$ cat config.mk
export PLATFORM = sky130hd
export DESIGN_NAME = pid_controller_clamped
export DESIGN_NICKNAME = d
export VERILOG_FILES = /design/src/hdl/pidc_pkg.sv /design/src/hdl/pidc_div.sv /design/src/hdl/pid_controller_clamped.sv
export SDC_FILE = /design/constraint.sdc
export NUM_CORES = 2
export LEC_CHECK = 0
export ABC_AREA = 1
export BUFFER_PORTS_ARGS = -buffer_cell sky130_fd_sc_hd__buf_2
export CORE_MARGIN = 2
export CORE_UTILIZATION = 30
export CTS_BUF_LIST = sky130_fd_sc_hd__clkbuf_8 sky130_fd_sc_hd__clkbuf_16
export DETAILED_ROUTE_END_ITERATION = 8
export HOLD_SLACK_MARGIN = 0.05
export PLACE_DENSITY = 0.5
export SLEW_MARGIN = 20
export SYNTH_ARGS = -nofsm -noshare
export SYNTH_HDL_FRONTEND = slang
export SYNTH_SLANG_ARGS = --single-unit
$ cat constraint.sdc
create_clock -name clk -period 7.6 [get_ports clk]
set_clock_uncertainty 0.1 [all_clocks]
set_input_delay 0.38 -clock clk [delete_from_list [all_inputs] [get_ports clk]]
set_output_delay 0.38 -clock clk [all_outputs]
set_load 0.05 [all_outputs]
$ cat src/hdl/pidc_pkg.sv
// Shared widths, register codes, state encoding and status types of the clamped PID block.
package pidc_pkg;

  localparam int DATA_W    = 16;
  localparam int ERR_W     = DATA_W + 1;
  localparam int DIFF_W    = DATA_W + 2;
  localparam int FRAC_DT   = 12;
  localparam int FRAC_GAIN = 8;
  localparam int NUM_W     = DIFF_W + FRAC_DT;
  localparam int QUO_W     = NUM_W;
  localparam int DER_W     = QUO_W + 1;
  localparam int INTEG_W   = 32;
  localparam int ISUM_W    = INTEG_W + 2;
  localparam int DTPROD_W  = ERR_W + DATA_W;
  localparam int PP_W      = ERR_W + DATA_W;
  localparam int PI_W      = INTEG_W + DATA_W;
  localparam int PD_W      = DER_W + DATA_W;
  localparam int SUM_W     = 48;
  localparam int MUL_STEPS = DATA_W;
  localparam int MCNT_W    = $clog2(MUL_STEPS + 1);
  localparam int DCNT_W    = $clog2(NUM_W);
  localparam int CFG_IDX_W = 3;

  localparam logic signed [DATA_W-1:0] OUT_MAX_RST = 16'sh7FFF;
  localparam logic signed [DATA_W-1:0] OUT_MIN_RST = 16'sh8000;

  typedef enum logic [CFG_IDX_W-1:0] {
    CFG_GAIN_P  = 3'd0,
    CFG_GAIN_I  = 3'd1,
    CFG_GAIN_D  = 3'd2,
    CFG_OUT_MAX = 3'd3,
    CFG_OUT_MIN = 3'd4
  } cfg_reg_t;

  typedef enum logic [2:0] {
    ST_IDLE,
    ST_DIV,
    ST_INTEG,
    ST_GAIN,
    ST_SUM,
    ST_ADD_D,
    ST_CLAMP
  } state_t;

  typedef struct packed {
    logic busy;
    logic done;
  } div_stat_t;

endpackage

$ cat src/hdl/pidc_div.sv
// Bit-serial restoring divider for the derivative term, one quotient bit per cycle.
module pidc_div (
  input  logic                            clk,
  input  logic                            rst,
  input  logic                            start,
  input  logic [pidc_pkg::NUM_W-1:0]      dividend,
  input  logic [pidc_pkg::DATA_W-1:0]     divisor,
  output pidc_pkg::div_stat_t             stat,
  output logic [pidc_pkg::QUO_W-1:0]      quotient
);

  logic [pidc_pkg::DCNT_W-1:0] cnt;
  logic                        busy;
  logic                        done;
  logic [pidc_pkg::NUM_W-1:0]  num;
  logic [pidc_pkg::DATA_W-1:0] rem;
  logic [pidc_pkg::QUO_W-1:0]  quo;
  logic [pidc_pkg::DATA_W:0]   shifted;
  logic [pidc_pkg::DATA_W+1:0] trial;
  logic                        fits;

  assign shifted = {rem, num[pidc_pkg::NUM_W-1]};
  assign trial   = {1'b0, shifted} - {2'b00, divisor};
  assign fits    = !trial[pidc_pkg::DATA_W+1];

  always_ff @(posedge clk) begin
    if (rst) begin
      busy <= 1'b0;
      done <= 1'b0;
      cnt  <= '0;
    end else begin
      done <= 1'b0;
      if (start) begin
        busy <= 1'b1;
        cnt  <= '0;
      end else if (busy) begin
        cnt <= cnt + 1'b1;
        if (cnt == pidc_pkg::DCNT_W'(pidc_pkg::NUM_W - 1)) begin
          busy <= 1'b0;
          done <= 1'b1;
        end
      end
    end
  end

  always_ff @(posedge clk) begin
    if (start) begin
      num <= dividend;
      rem <= '0;
      quo <= '0;
    end else if (busy) begin
      num <= {num[pidc_pkg::NUM_W-2:0], 1'b0};
      rem <= fits ? trial[pidc_pkg::DATA_W-1:0] : shifted[pidc_pkg::DATA_W-1:0];
      quo <= {quo[pidc_pkg::QUO_W-2:0], fits};
    end
  end

  assign stat.busy = busy;
  assign stat.done = done;
  assign quotient  = quo;

endmodule

$ cat src/hdl/pid_controller_clamped.sv
// Top level of the clamped PID controller with serial multiply and divide datapath.
//
//   channel   direction   handshake                 payload
//   in        input       in_valid / in_stall       target, measured, time_step
//   out       output      out_valid / out_stall     drive
//   cfg       input       cfg_valid / cfg_ready     cfg_index, cfg_data
//
// A step runs from its input beat to the next free input slot.
// The serial divider sets most of it: 30 quotient bits, one per cycle, while
// the error times time step product runs alongside; the three gain products
// then follow, one gain bit per cycle, and after them two adds and the clamp.
// Reset clears the state, the gains to zero and the limits to their full range.
// A finished result sits in the output register while the next beat is taken;
// the clamp stage waits only if that register is still stalled.
module pid_controller_clamped (
  input  logic                                clk,
  input  logic                                rst,
  input  logic                                in_valid,
  output logic                                in_stall,
  input  logic signed [pidc_pkg::DATA_W-1:0]  target,
  input  logic signed [pidc_pkg::DATA_W-1:0]  measured,
  input  logic [pidc_pkg::DATA_W-1:0]         time_step,
  output logic                                out_valid,
  input  logic                                out_stall,
  output logic signed [pidc_pkg::DATA_W-1:0]  drive,
  input  logic                                cfg_valid,
  output logic                                cfg_ready,
  input  logic [pidc_pkg::CFG_IDX_W-1:0]      cfg_index,
  input  logic [pidc_pkg::DATA_W-1:0]         cfg_data
);

  pidc_pkg::state_t state;
  pidc_pkg::state_t state_next;

  logic signed [pidc_pkg::DATA_W-1:0]   gain_p;
  logic signed [pidc_pkg::DATA_W-1:0]   gain_i;
  logic signed [pidc_pkg::DATA_W-1:0]   gain_d;
  logic signed [pidc_pkg::DATA_W-1:0]   out_max;
  logic signed [pidc_pkg::DATA_W-1:0]   out_min;
  logic signed [pidc_pkg::ERR_W-1:0]    last_error;
  logic signed [pidc_pkg::INTEG_W-1:0]  error_sum;

  logic signed [pidc_pkg::ERR_W-1:0]    err;
  logic [pidc_pkg::DATA_W-1:0]          dt;
  logic [pidc_pkg::DATA_W-1:0]          dt_sh;
  logic                                 diff_neg;
  logic signed [pidc_pkg::DTPROD_W-1:0] dt_prod;
  logic signed [pidc_pkg::DER_W-1:0]    deriv;
  logic [pidc_pkg::MCNT_W-1:0]          mcnt;
  logic [pidc_pkg::DATA_W-1:0]          gp_sh;
  logic [pidc_pkg::DATA_W-1:0]          gi_sh;
  logic [pidc_pkg::DATA_W-1:0]          gd_sh;
  logic signed [pidc_pkg::PP_W-1:0]     prod_p;
  logic signed [pidc_pkg::PI_W-1:0]     prod_i;
  logic signed [pidc_pkg::PD_W-1:0]     prod_d;
  logic signed [pidc_pkg::SUM_W-1:0]    sum;

  logic                                 in_accept;
  logic                                 div_start;
  logic                                 out_load;
  logic signed [pidc_pkg::ERR_W-1:0]    err_now;
  logic signed [pidc_pkg::DIFF_W-1:0]   diff_now;
  logic [pidc_pkg::DIFF_W-1:0]          diff_mag;
  logic [pidc_pkg::NUM_W-1:0]           dividend;
  logic [pidc_pkg::QUO_W-1:0]           quotient;
  pidc_pkg::div_stat_t                  div_stat;
  logic signed [pidc_pkg::DTPROD_W-1:0] dt_x;
  logic signed [pidc_pkg::PP_W-1:0]     pp_x;
  logic signed [pidc_pkg::PI_W-1:0]     pi_x;
  logic signed [pidc_pkg::PD_W-1:0]     pd_x;
  logic signed [pidc_pkg::ISUM_W-1:0]   integ_sum;
  logic signed [pidc_pkg::INTEG_W-1:0]  integ_sat;
  logic signed [pidc_pkg::DER_W-1:0]    deriv_c;
  logic signed [pidc_pkg::SUM_W-1:0]    lim_hi;
  logic signed [pidc_pkg::SUM_W-1:0]    lim_lo;
  logic signed [pidc_pkg::SUM_W-1:0]    rounded;
  logic signed [pidc_pkg::DATA_W-1:0]   drive_c;
  logic                                 dt_step;
  logic                                 last_gain_step;

  assign cfg_ready = 1'b1;

  assign err_now  = {target[pidc_pkg::DATA_W-1], target}
                  - {measured[pidc_pkg::DATA_W-1], measured};
  assign diff_now = {err_now[pidc_pkg::ERR_W-1], err_now}
                  - {last_error[pidc_pkg::ERR_W-1], last_error};
  assign diff_mag = diff_now[pidc_pkg::DIFF_W-1] ? -diff_now : diff_now;
  assign dividend = {diff_mag, {pidc_pkg::FRAC_DT{1'b0}}};

  pidc_div u_div (
    .clk      (clk),
    .rst      (rst),
    .start    (div_start),
    .dividend (dividend),
    .divisor  (dt),
    .stat     (div_stat),
    .quotient (quotient)
  );

  assign dt_step        = mcnt < pidc_pkg::MCNT_W'(pidc_pkg::MUL_STEPS);
  assign last_gain_step = mcnt == pidc_pkg::MCNT_W'(pidc_pkg::MUL_STEPS - 1);

  assign dt_x = {{(pidc_pkg::DTPROD_W - pidc_pkg::ERR_W){err[pidc_pkg::ERR_W-1]}}, err};
  assign pp_x = {{(pidc_pkg::PP_W - pidc_pkg::ERR_W){err[pidc_pkg::ERR_W-1]}}, err};
  assign pi_x = {{(pidc_pkg::PI_W - pidc_pkg::INTEG_W){error_sum[pidc_pkg::INTEG_W-1]}},
                 error_sum};
  assign pd_x = {{(pidc_pkg::PD_W - pidc_pkg::DER_W){deriv[pidc_pkg::DER_W-1]}}, deriv};

  assign integ_sum = {{2{error_sum[pidc_pkg::INTEG_W-1]}}, error_sum}
                   + {dt_prod[pidc_pkg::DTPROD_W-1], dt_prod};

  always_comb begin
    integ_sat = integ_sum[pidc_pkg::INTEG_W-1:0];
    if (!integ_sum[pidc_pkg::ISUM_W-1] &&
        (integ_sum[pidc_pkg::ISUM_W-2:pidc_pkg::INTEG_W-1] != '0)) begin
      integ_sat = {1'b0, {(pidc_pkg::INTEG_W-1){1'b1}}};
    end else if (integ_sum[pidc_pkg::ISUM_W-1] &&
                 (integ_sum[pidc_pkg::ISUM_W-2:pidc_pkg::INTEG_W-1] != '1)) begin
      integ_sat = {1'b1, {(pidc_pkg::INTEG_W-1){1'b0}}};
    end
  end

  always_comb begin
    deriv_c = '0;
    if (dt != '0) begin
      deriv_c = diff_neg ? -{1'b0, quotient} : {1'b0, quotient};
    end
  end

  assign lim_hi = {{(pidc_pkg::SUM_W - pidc_pkg::DATA_W - pidc_pkg::FRAC_GAIN)
                    {out_max[pidc_pkg::DATA_W-1]}}, out_max, {pidc_pkg::FRAC_GAIN{1'b0}}};
  assign lim_lo = {{(pidc_pkg::SUM_W - pidc_pkg::DATA_W - pidc_pkg::FRAC_GAIN)
                    {out_min[pidc_pkg::DATA_W-1]}}, out_min, {pidc_pkg::FRAC_GAIN{1'b0}}};
  assign rounded = sum + pidc_pkg::SUM_W'(1 << (pidc_pkg::FRAC_GAIN - 1));

  always_comb begin
    if (sum > lim_hi) begin
      drive_c = out_max;
    end else if (sum < lim_lo) begin
      drive_c = out_min;
    end else begin
      drive_c = rounded[pidc_pkg::FRAC_GAIN +: pidc_pkg::DATA_W];
    end
  end

  always_comb begin
    state_next = state;
    case (state)
      pidc_pkg::ST_IDLE: begin
        if (in_valid) state_next = pidc_pkg::ST_DIV;
      end
      pidc_pkg::ST_DIV: begin
        if (div_stat.done) state_next = pidc_pkg::ST_INTEG;
      end
      pidc_pkg::ST_INTEG: state_next = pidc_pkg::ST_GAIN;
      pidc_pkg::ST_GAIN: begin
        if (last_gain_step) state_next = pidc_pkg::ST_SUM;
      end
      pidc_pkg::ST_SUM:   state_next = pidc_pkg::ST_ADD_D;
      pidc_pkg::ST_ADD_D: state_next = pidc_pkg::ST_CLAMP;
      pidc_pkg::ST_CLAMP: begin
        if (!out_valid || !out_stall) state_next = pidc_pkg::ST_IDLE;
      end
      default: state_next = pidc_pkg::ST_IDLE;
    endcase
  end

  always_comb begin
    in_stall  = 1'b1;
    out_load  = 1'b0;
    case (state)
      pidc_pkg::ST_IDLE:  in_stall = 1'b0;
      pidc_pkg::ST_CLAMP: out_load = !out_valid || !out_stall;
      default: begin
        in_stall = 1'b1;
        out_load = 1'b0;
      end
    endcase
  end

  assign in_accept = in_valid && !in_stall;
  assign div_start = in_accept;

  always_ff @(posedge clk) begin
    if (rst) begin
      state      <= pidc_pkg::ST_IDLE;
      out_valid  <= 1'b0;
      last_error <= '0;
      error_sum  <= '0;
      gain_p     <= '0;
      gain_i     <= '0;
      gain_d     <= '0;
      out_max    <= pidc_pkg::OUT_MAX_RST;
      out_min    <= pidc_pkg::OUT_MIN_RST;
    end else begin
      state <= state_next;
      if (out_load) begin
        out_valid <= 1'b1;
      end else if (!out_stall) begin
        out_valid <= 1'b0;
      end
      if (in_accept) last_error <= err_now;
      if (state == pidc_pkg::ST_INTEG) error_sum <= integ_sat;
      if (cfg_valid && cfg_ready) begin
        case (cfg_index)
          pidc_pkg::CFG_GAIN_P:  gain_p  <= cfg_data;
          pidc_pkg::CFG_GAIN_I:  gain_i  <= cfg_data;
          pidc_pkg::CFG_GAIN_D:  gain_d  <= cfg_data;
          pidc_pkg::CFG_OUT_MAX: out_max <= cfg_data;
          pidc_pkg::CFG_OUT_MIN: out_min <= cfg_data;
          default: ;
        endcase
      end
    end
  end

  always_ff @(posedge clk) begin
    if (in_accept) begin
      err      <= err_now;
      dt       <= time_step;
      dt_sh    <= time_step;
      diff_neg <= diff_now[pidc_pkg::DIFF_W-1];
      dt_prod  <= '0;
      mcnt     <= '0;
    end else begin
      case (state)
        pidc_pkg::ST_DIV: begin
          if (dt_step) begin
            dt_prod <= (dt_prod <<< 1) + (dt_sh[pidc_pkg::DATA_W-1] ? dt_x : '0);
            dt_sh   <= {dt_sh[pidc_pkg::DATA_W-2:0], 1'b0};
            mcnt    <= mcnt + 1'b1;
          end
          if (div_stat.done) deriv <= deriv_c;
        end
        pidc_pkg::ST_INTEG: begin
          mcnt  <= '0;
          gp_sh <= gain_p;
          gi_sh <= gain_i;
          gd_sh <= gain_d;
        end
        pidc_pkg::ST_GAIN: begin
          if (mcnt == '0) begin
            prod_p <= gp_sh[pidc_pkg::DATA_W-1] ? -pp_x : '0;
            prod_i <= gi_sh[pidc_pkg::DATA_W-1] ? -pi_x : '0;
            prod_d <= gd_sh[pidc_pkg::DATA_W-1] ? -pd_x : '0;
          end else begin
            prod_p <= (prod_p <<< 1) + (gp_sh[pidc_pkg::DATA_W-1] ? pp_x : '0);
            prod_i <= (prod_i <<< 1) + (gi_sh[pidc_pkg::DATA_W-1] ? pi_x : '0);
            prod_d <= (prod_d <<< 1) + (gd_sh[pidc_pkg::DATA_W-1] ? pd_x : '0);
          end
          gp_sh <= {gp_sh[pidc_pkg::DATA_W-2:0], 1'b0};
          gi_sh <= {gi_sh[pidc_pkg::DATA_W-2:0], 1'b0};
          gd_sh <= {gd_sh[pidc_pkg::DATA_W-2:0], 1'b0};
          mcnt  <= mcnt + 1'b1;
        end
        pidc_pkg::ST_SUM: begin
          sum <= {{(pidc_pkg::SUM_W - pidc_pkg::PP_W){prod_p[pidc_pkg::PP_W-1]}}, prod_p}
               + {{(pidc_pkg::SUM_W - pidc_pkg::PI_W + pidc_pkg::FRAC_DT)
                   {prod_i[pidc_pkg::PI_W-1]}}, prod_i[pidc_pkg::PI_W-1:pidc_pkg::FRAC_DT]};
        end
        pidc_pkg::ST_ADD_D: begin
          sum <= sum
               + {{(pidc_pkg::SUM_W - pidc_pkg::PD_W){prod_d[pidc_pkg::PD_W-1]}}, prod_d};
        end
        default: ;
      endcase
    end
  end

  always_ff @(posedge clk) begin
    if (out_load) drive <= drive_c;
  end

  a_accept_blocks: assert property (@(posedge clk) disable iff (rst)
    in_valid && !in_stall |=> in_stall)
    else $error("input beat taken while a step was still running");

  a_result_from_clamp: assert property (@(posedge clk) disable iff (rst)
    $rose(out_valid) |-> $past(state == pidc_pkg::ST_CLAMP))
    else $error("result appeared outside the clamp stage");

  a_div_done_in_div: assert property (@(posedge clk) disable iff (rst)
    div_stat.done |-> state == pidc_pkg::ST_DIV)
    else $error("divider finished outside the divide phase");

  a_gain_phase: assert property (@(posedge clk) disable iff (rst)
    state == pidc_pkg::ST_GAIN |=> state == pidc_pkg::ST_GAIN || state == pidc_pkg::ST_SUM)
    else $error("gain phase left to an unexpected state");

endmodule

Word level (Yosys, flattened, before mapping)

Index checks and enable logic that the tools add are counted.

Word-level logic and storage cells: 149
Register bits after elaboration: 563
Output and inout port bits: 19

Multiplexer cells: 41
Reduce and logical (&&, ||, !) cells: 35
Magnitude comparators: 3
Add/sub/neg operators: 18
Bitwise operators: 2
Equal/unequal tests: 19

Operators with widths:

| operator                                       | number |
|---|---|
| 2-to-1 mux 48 bit                              | 3 |
| 2-to-1 mux 47 bit                              | 3 |
| 2-to-1 mux 33 bit                              | 4 |
| adder 48 bit                                   | 2 |
| 2-to-1 mux 16 bit                              | 6 |
| one-hot mux 16 bit (2 select lines)            | 3 |
| one-hot mux 48 bit (2 select lines)            | 1 |
| 2-to-1 mux 30 bit                              | 3 |
| adder 33 bit                                   | 2 |
| 2-to-1 mux 32 bit                              | 2 |
| > comparator 48 x 24 -> 1 bit                  | 1 |
| < comparator 48 x 24 -> 1 bit                  | 1 |
| negator 48 bit                                 | 1 |
| adder 47 bit                                   | 1 |
| negator 47 bit                                 | 1 |
| adder 33 x 36 -> 37 bit                        | 1 |
| adder 32 x 33 -> 34 bit                        | 1 |
| negator 33 bit                                 | 1 |
| negator 30 -> 31 bit                           | 1 |
| adder 24 x 9 -> 24 bit (second input constant) | 1 |
| AND reduction 2 bit                            | 12 |
| one-hot mux 3 bit (7 select lines)             | 1 |
| 2-to-1 mux 18 bit                              | 1 |
| negator 18 bit                                 | 1 |
| other kinds (29)                               | 64 |

Longest topological paths before layout

Depth in word-level cells: 5
Depth in mapped cells: 28
Gate-level depth less buffers: 28

Cells and area by module

From an unflattened synthesis, not the netlist that was laid out.

Cell total of the unflattened synthesis: 7055
Area, all modules: 48107.4 sq um

Modules (own cells, without submodules):

| module                 | area an instance (sq um) | cells an instance | instances |
|---|---|---|---|
| pid_controller_clamped | 43769.5                  | 6479              | 1 |
| pidc_div               | 4337.9                   | 576               | 1 |

Worst setup path after synthesis

Ideal clock, no wire load.

Kind: flip-flop to flip-flop
From: reg state[1]
To: reg prod_d[0] (netlist name) (enable)
Arrival time: 6716 ps
Path slack: 242 ps
Path buffers: 1
Cell stages (with the launch flop): 6
Period minus slack after synthesis: 7358 ps
Data required time: 6958 ps
Setup time: 542 ps
Path through: dfxtp_1 > inv_1 > nor2_1 > inv_1 > nor2_1 > clkbuf_1

Word-level cells in the longest chain between the ends: 4
Elaborated cells on any way between the ends: 5
Those cells by class: eq/ne (1); bitwise (1); reduce/logical (3)

RTL lines:

| element                                  | RTL line                      | text |
|---|---|---|
| start, declared                          | pid_controller_clamped.sv:32  | `pidc_pkg::state_t state;` |
| start signal, assigned                   | pid_controller_clamped.sv:186 | `state <= pidc_pkg::ST_IDLE;` |
| start signal, assigned                   | pid_controller_clamped.sv:196 | `state <= state_next;` |
| zero test 3 bit                          | pid_controller_clamped.sv:171 | `case (state)` |
| logical AND 1 bit                        | pid_controller_clamped.sv:181 | `assign in_accept = in_valid && !in_stall;` |
| inverter 1 bit (no source line)          | n/a                           |  |
| AND reduction 2 bit (no source line) (*) | n/a                           |  |
| end signal, assigned                     | pid_controller_clamped.sv:245 | `prod_d <= gd_sh[pidc_pkg::DATA_W-1] ? -pd_x : '0;` |
| end signal, assigned                     | pid_controller_clamped.sv:249 | `prod_d <= (prod_d <<< 1) + (gd_sh[pidc_pkg::DATA_W-1] ? pd_x : '0);` |
| end, declared                            | pid_controller_clamped.sv:55  | `logic signed [pidc_pkg::PD_W-1:0] prod_d;` |

Every way passes the cells marked *; elsewhere a longest branch is shown, timed or not.
A chain may end at the register's enable or synchronous reset.

Final worst setup path

From: in measured[0] (netlist name)
To: reg u_div.num[26] (netlist name), data pin

Word-level cells in the longest chain between the ends: 5

RTL lines:

| element                          | RTL line                     | text |
|---|---|---|
| start, declared                  | pid_controller_clamped.sv:21 | `input logic signed [pidc_pkg::DATA_W-1:0] measured,` |
| subtractor 16 x 16 -> 17 bit (*) | pid_controller_clamped.sv:84 | `- {measured[pidc_pkg::DATA_W-1], measured};` |
| via err_now (one bit)            | pid_controller_clamped.sv:61 | `logic signed [pidc_pkg::ERR_W-1:0] err_now;` |
| subtractor 17 x 17 -> 18 bit (*) | pid_controller_clamped.sv:86 | `- {last_error[pidc_pkg::ERR_W-1], last_error};` |
| negator 18 bit                   | pid_controller_clamped.sv:87 | `assign diff_mag = diff_now[pidc_pkg::DIFF_W-1] ? -diff_now : diff_now;` |
| 2-to-1 mux 18 bit (*)            | pid_controller_clamped.sv:87 |  |
| 2-to-1 mux 30 bit (*)            | pidc_div.sv:47               | `if (start) begin` |
| end signal, assigned             | pidc_div.sv:48               | `num <= dividend;` |
| end signal, assigned             | pidc_div.sv:52               | `num <= {num[pidc_pkg::NUM_W-2:0], 1'b0};` |
| end, declared                    | pidc_div.sv:15               | `logic [pidc_pkg::NUM_W-1:0] num;` |

Mark *: on every way through the listed nets, which the timed path passes. The rest lies on a longest branch.

==> impl_metrics.ini <==
[outcome]
status = complete, no violations

[grt]
grt-ovfl-total = 0
grt_pass1_vias = 44375
antenna_found_initial = 0
grt_max_degree = 69
grt_first_pass_wirelength_um = 257000
track_usage_pct = 20.7

[detailed_routing]
top_layer_used = met4
totalWireLength_um = 168000
wl_per_cell_um = 18.5
wl_met1_um = 76300
wl_met3_um = 7420
vias = 45981
dr_wl_met2_um = 77900
dr.pass1.iters = 7
drtIter0Drc = 3079
ant_nets = 0
viasPerCell = 5.06
drcViolationCount = 0

[worst_setup_path]
worstSetupStartpointType = input port
crit_type = input port to flop
crit_required_ns = 7.95
cp-end-kind = flop
critical_path_arrival_ns = 4.96
path_max_fanout = 17

[synthesis]
async_flop_share_pct = 0
netlist_instances = 6859
synthDistinctLibCells = 63
ys_ff_latch = 563
syn-num-nets = 7350
syn_avg_cell_area_um2 = 6.83
yosysWarnings = 0
netlist_area_um2 = 46800
synth_edf_count = 339
synth-seq-area-share_pct = 31.3
ys.flop_type = edfxtp_1

[final_layout]
drive_gt1_share_pct = 4.95
nets = 7463
final_cell_mix = nand2_1, inv_1, nor2_1, a21oi_1, o21ai_0
final_common_cell = nand2_1
areaGrowthSynthToFinish_pct = 12.2
antenna_cells = 0

[floorplanning]
die_h_um = 399
die_w_um = 399
io_pins = 91
initial_core_util_pct = 30.3
fp-row-count = 144
die_area_um2 = 159000
core_area_um2 = 155000

[pwr]
power_switching_mw = 8.55
p_per_area_nw_per_um2 = 338
power.leakage_nw = 24.3
switching_share_pct = 48.1
power.internal_mw = 9.21
combPwrFrac_pct = 51.8
pwr-share-seq_pct = 27.7
peakVddDrop_uv = 200
p_clk_share_pct = 20.5
totalPowerFinal_mw = 17.8

[clock_tree]
cts_tree = yes
cts_buffer_depth = 3
h-tree-depth = 3
clock_sinks = 563
cts_buffers = 76
clkTransAtPathRegs_ns = 0.06
cts_root_buffer = clkbuf_16
ctsResizeCount = 0
insertion_delay_ns = 0.71

[sta]
hold_viol = 0
fin_crit_sh_pct = 60.6
whs_ns = 0.178
setup_violations = 0
setup_tns_ns = 0
slew_headroom_pct = 28.1
tightestPinTransition_ns = 1.08
rsz0062_at_grt = false
fmax_mhz = 217
report.final.slew_viol_count = 0
min_period_ns = 4.60

[placed_design]
io_buffers = 89
gp_congestion = 0.974
dpl.hpwl_um = 134000

[run]
max-cap-violations = 0

[min_path]
worstHoldPathType = input port to flop
logic make-up after synthesis:
family	after synthesis	synth area share (%)
fa+ha+maj	419	11.4
xor+xnor	160	2.99
compound gates	1520	17.9
simple gates	3171	28.0
buf+inv	1024	8.37
mux	1	0.0214
flops	563	31.3
other cells	1	0.00801
state kept, by name, indices dropped and copies added (netlist names), 17 cells and up:
register and count:
deriv 31, dt_prod 33, err 17, error_sum 32, last_error 17, prod_d 47, prod_i 48, prod_p 33
sum 48, u_div.num 18, u_div.quotient 30
synthesized netlist by cell type, types with 14 or more instances:
master,count,area (um2)
xnor2_1,57,499
nand3b_1,18,135
o21ai_0,576,2880
nor4_1,33,206
ha_1,409,5120
nand4_1,94,588
a21boi_0,25,188
a31oi_1,62,388
or2_2,37,231
nand3_1,341,1710
edfxtp_1,339,10200
nand2_1,1672,6280
o21a_1,14,105
a21o_1,48,360
clkbuf_1,97,364
a21oi_1,599,3000
nor3_1,101,505
xor2_1,103,902
a22oi_1,30,225
o21bai_1,47,353
inv_1,881,3310
o21ai_1,15,75.1
o22ai_1,22,138
nor2_1,816,3060
and2_1,14,87.6
o211ai_1,20,150
dfxtp_1,224,4480
final cells by class:
class / count / area [um2]
Inverter: 891 / 3340
Timing Repair Buffer: 168 / 1140
Multi-Input combinational cell: 5272 / 28300
Fill cell: 16749 / 102000
Sequential cell: 563 / 14700
Tap cell: 2044 / 2560
Clock buffer: 84 / 2030
Clock inverter: 58 / 479
power groups by stage:
stage / Sequential [mW] / Combinational [mW] / Clock [mW]
3_5_place_dp: 4.98 / 9.11 / 0
4_1_cts: 4.92 / 9.17 / 3.75
3_3_place_gp: 4.97 / 9.10 / 0
5_1_grt: 4.97 / 10.4 / 3.85
6_report: 4.92 / 9.19 / 3.64
2_1_floorplan: 4.61 / 6.65 / 0
path summary, 6_finish.rpt:
path                from            end  slack (ns)  cells past startpoint
max          measured[0]  u_div.num[26]        3.00                     26
min            target[1]  last_error[1]        0.18                      4
max reg2reg  out_min[15]       drive[1]        3.41                     14
min reg2reg    gain_d[0]      gain_d[0]        0.36                      2
stage by stage:
stage / util [%] / setup WS, ns / instance area, um2 / instances
3_5_place_dp: 32.1 / 2.79 / 49600 / 8897
6_report: 34.0 / 3.00 / 52500 / 9080
5_1_grt: 34.0 / 2.56 / 52500 / 9080
3_3_place_gp: 32.1 / 2.75 / 49600 / 8897
2_1_floorplan: - / 0.242 / 46800 / 6859
4_1_cts: 34.0 / 3.03 / 52500 / 9080
what timing repair did:
| action | 4_1_cts | 5_1_grt |
|---|---|---|
| setup buffers | 0 | 0 |
| hold endpoints to repair | 116 | 0 |
| hold buffers | 41 | 0 |
per-layer routing:
metal / GRT usage (%) / up-vias
li1: - / 23301
met1: 26.9 / 21361
met2: 35.0 / 1084
met3: 2.42 / 235
met4: 7.50 / 0
met5: 0 / -
critical path, cell delays in order:
cell and delay, ns:
dlygate4sd3_1 0.53, buf_2 0.12, ha_1 0.19, fa_1 0.42
inv_1 0.07, nand3_1 0.06, nand2_1 0.11, a21oi_1 0.13
o21ai_0 0.39, a21boi_0 0.22, o21ai_0 0.24, xor2_1 0.21
inv_1 0.08, ha_1 0.35, a21oi_1 0.23, o21ai_0 0.16
nand2_1 0.11, nand4_1 0.07, nor2_1 0.13, nand2_1 0.08
nand2_2 0.26, nand2_1 0.14, nand2_1 0.09, nand2_1 0.05
nand3_1 0.07, nand2_1 0.06
Power figures use the tool's default switching activity.
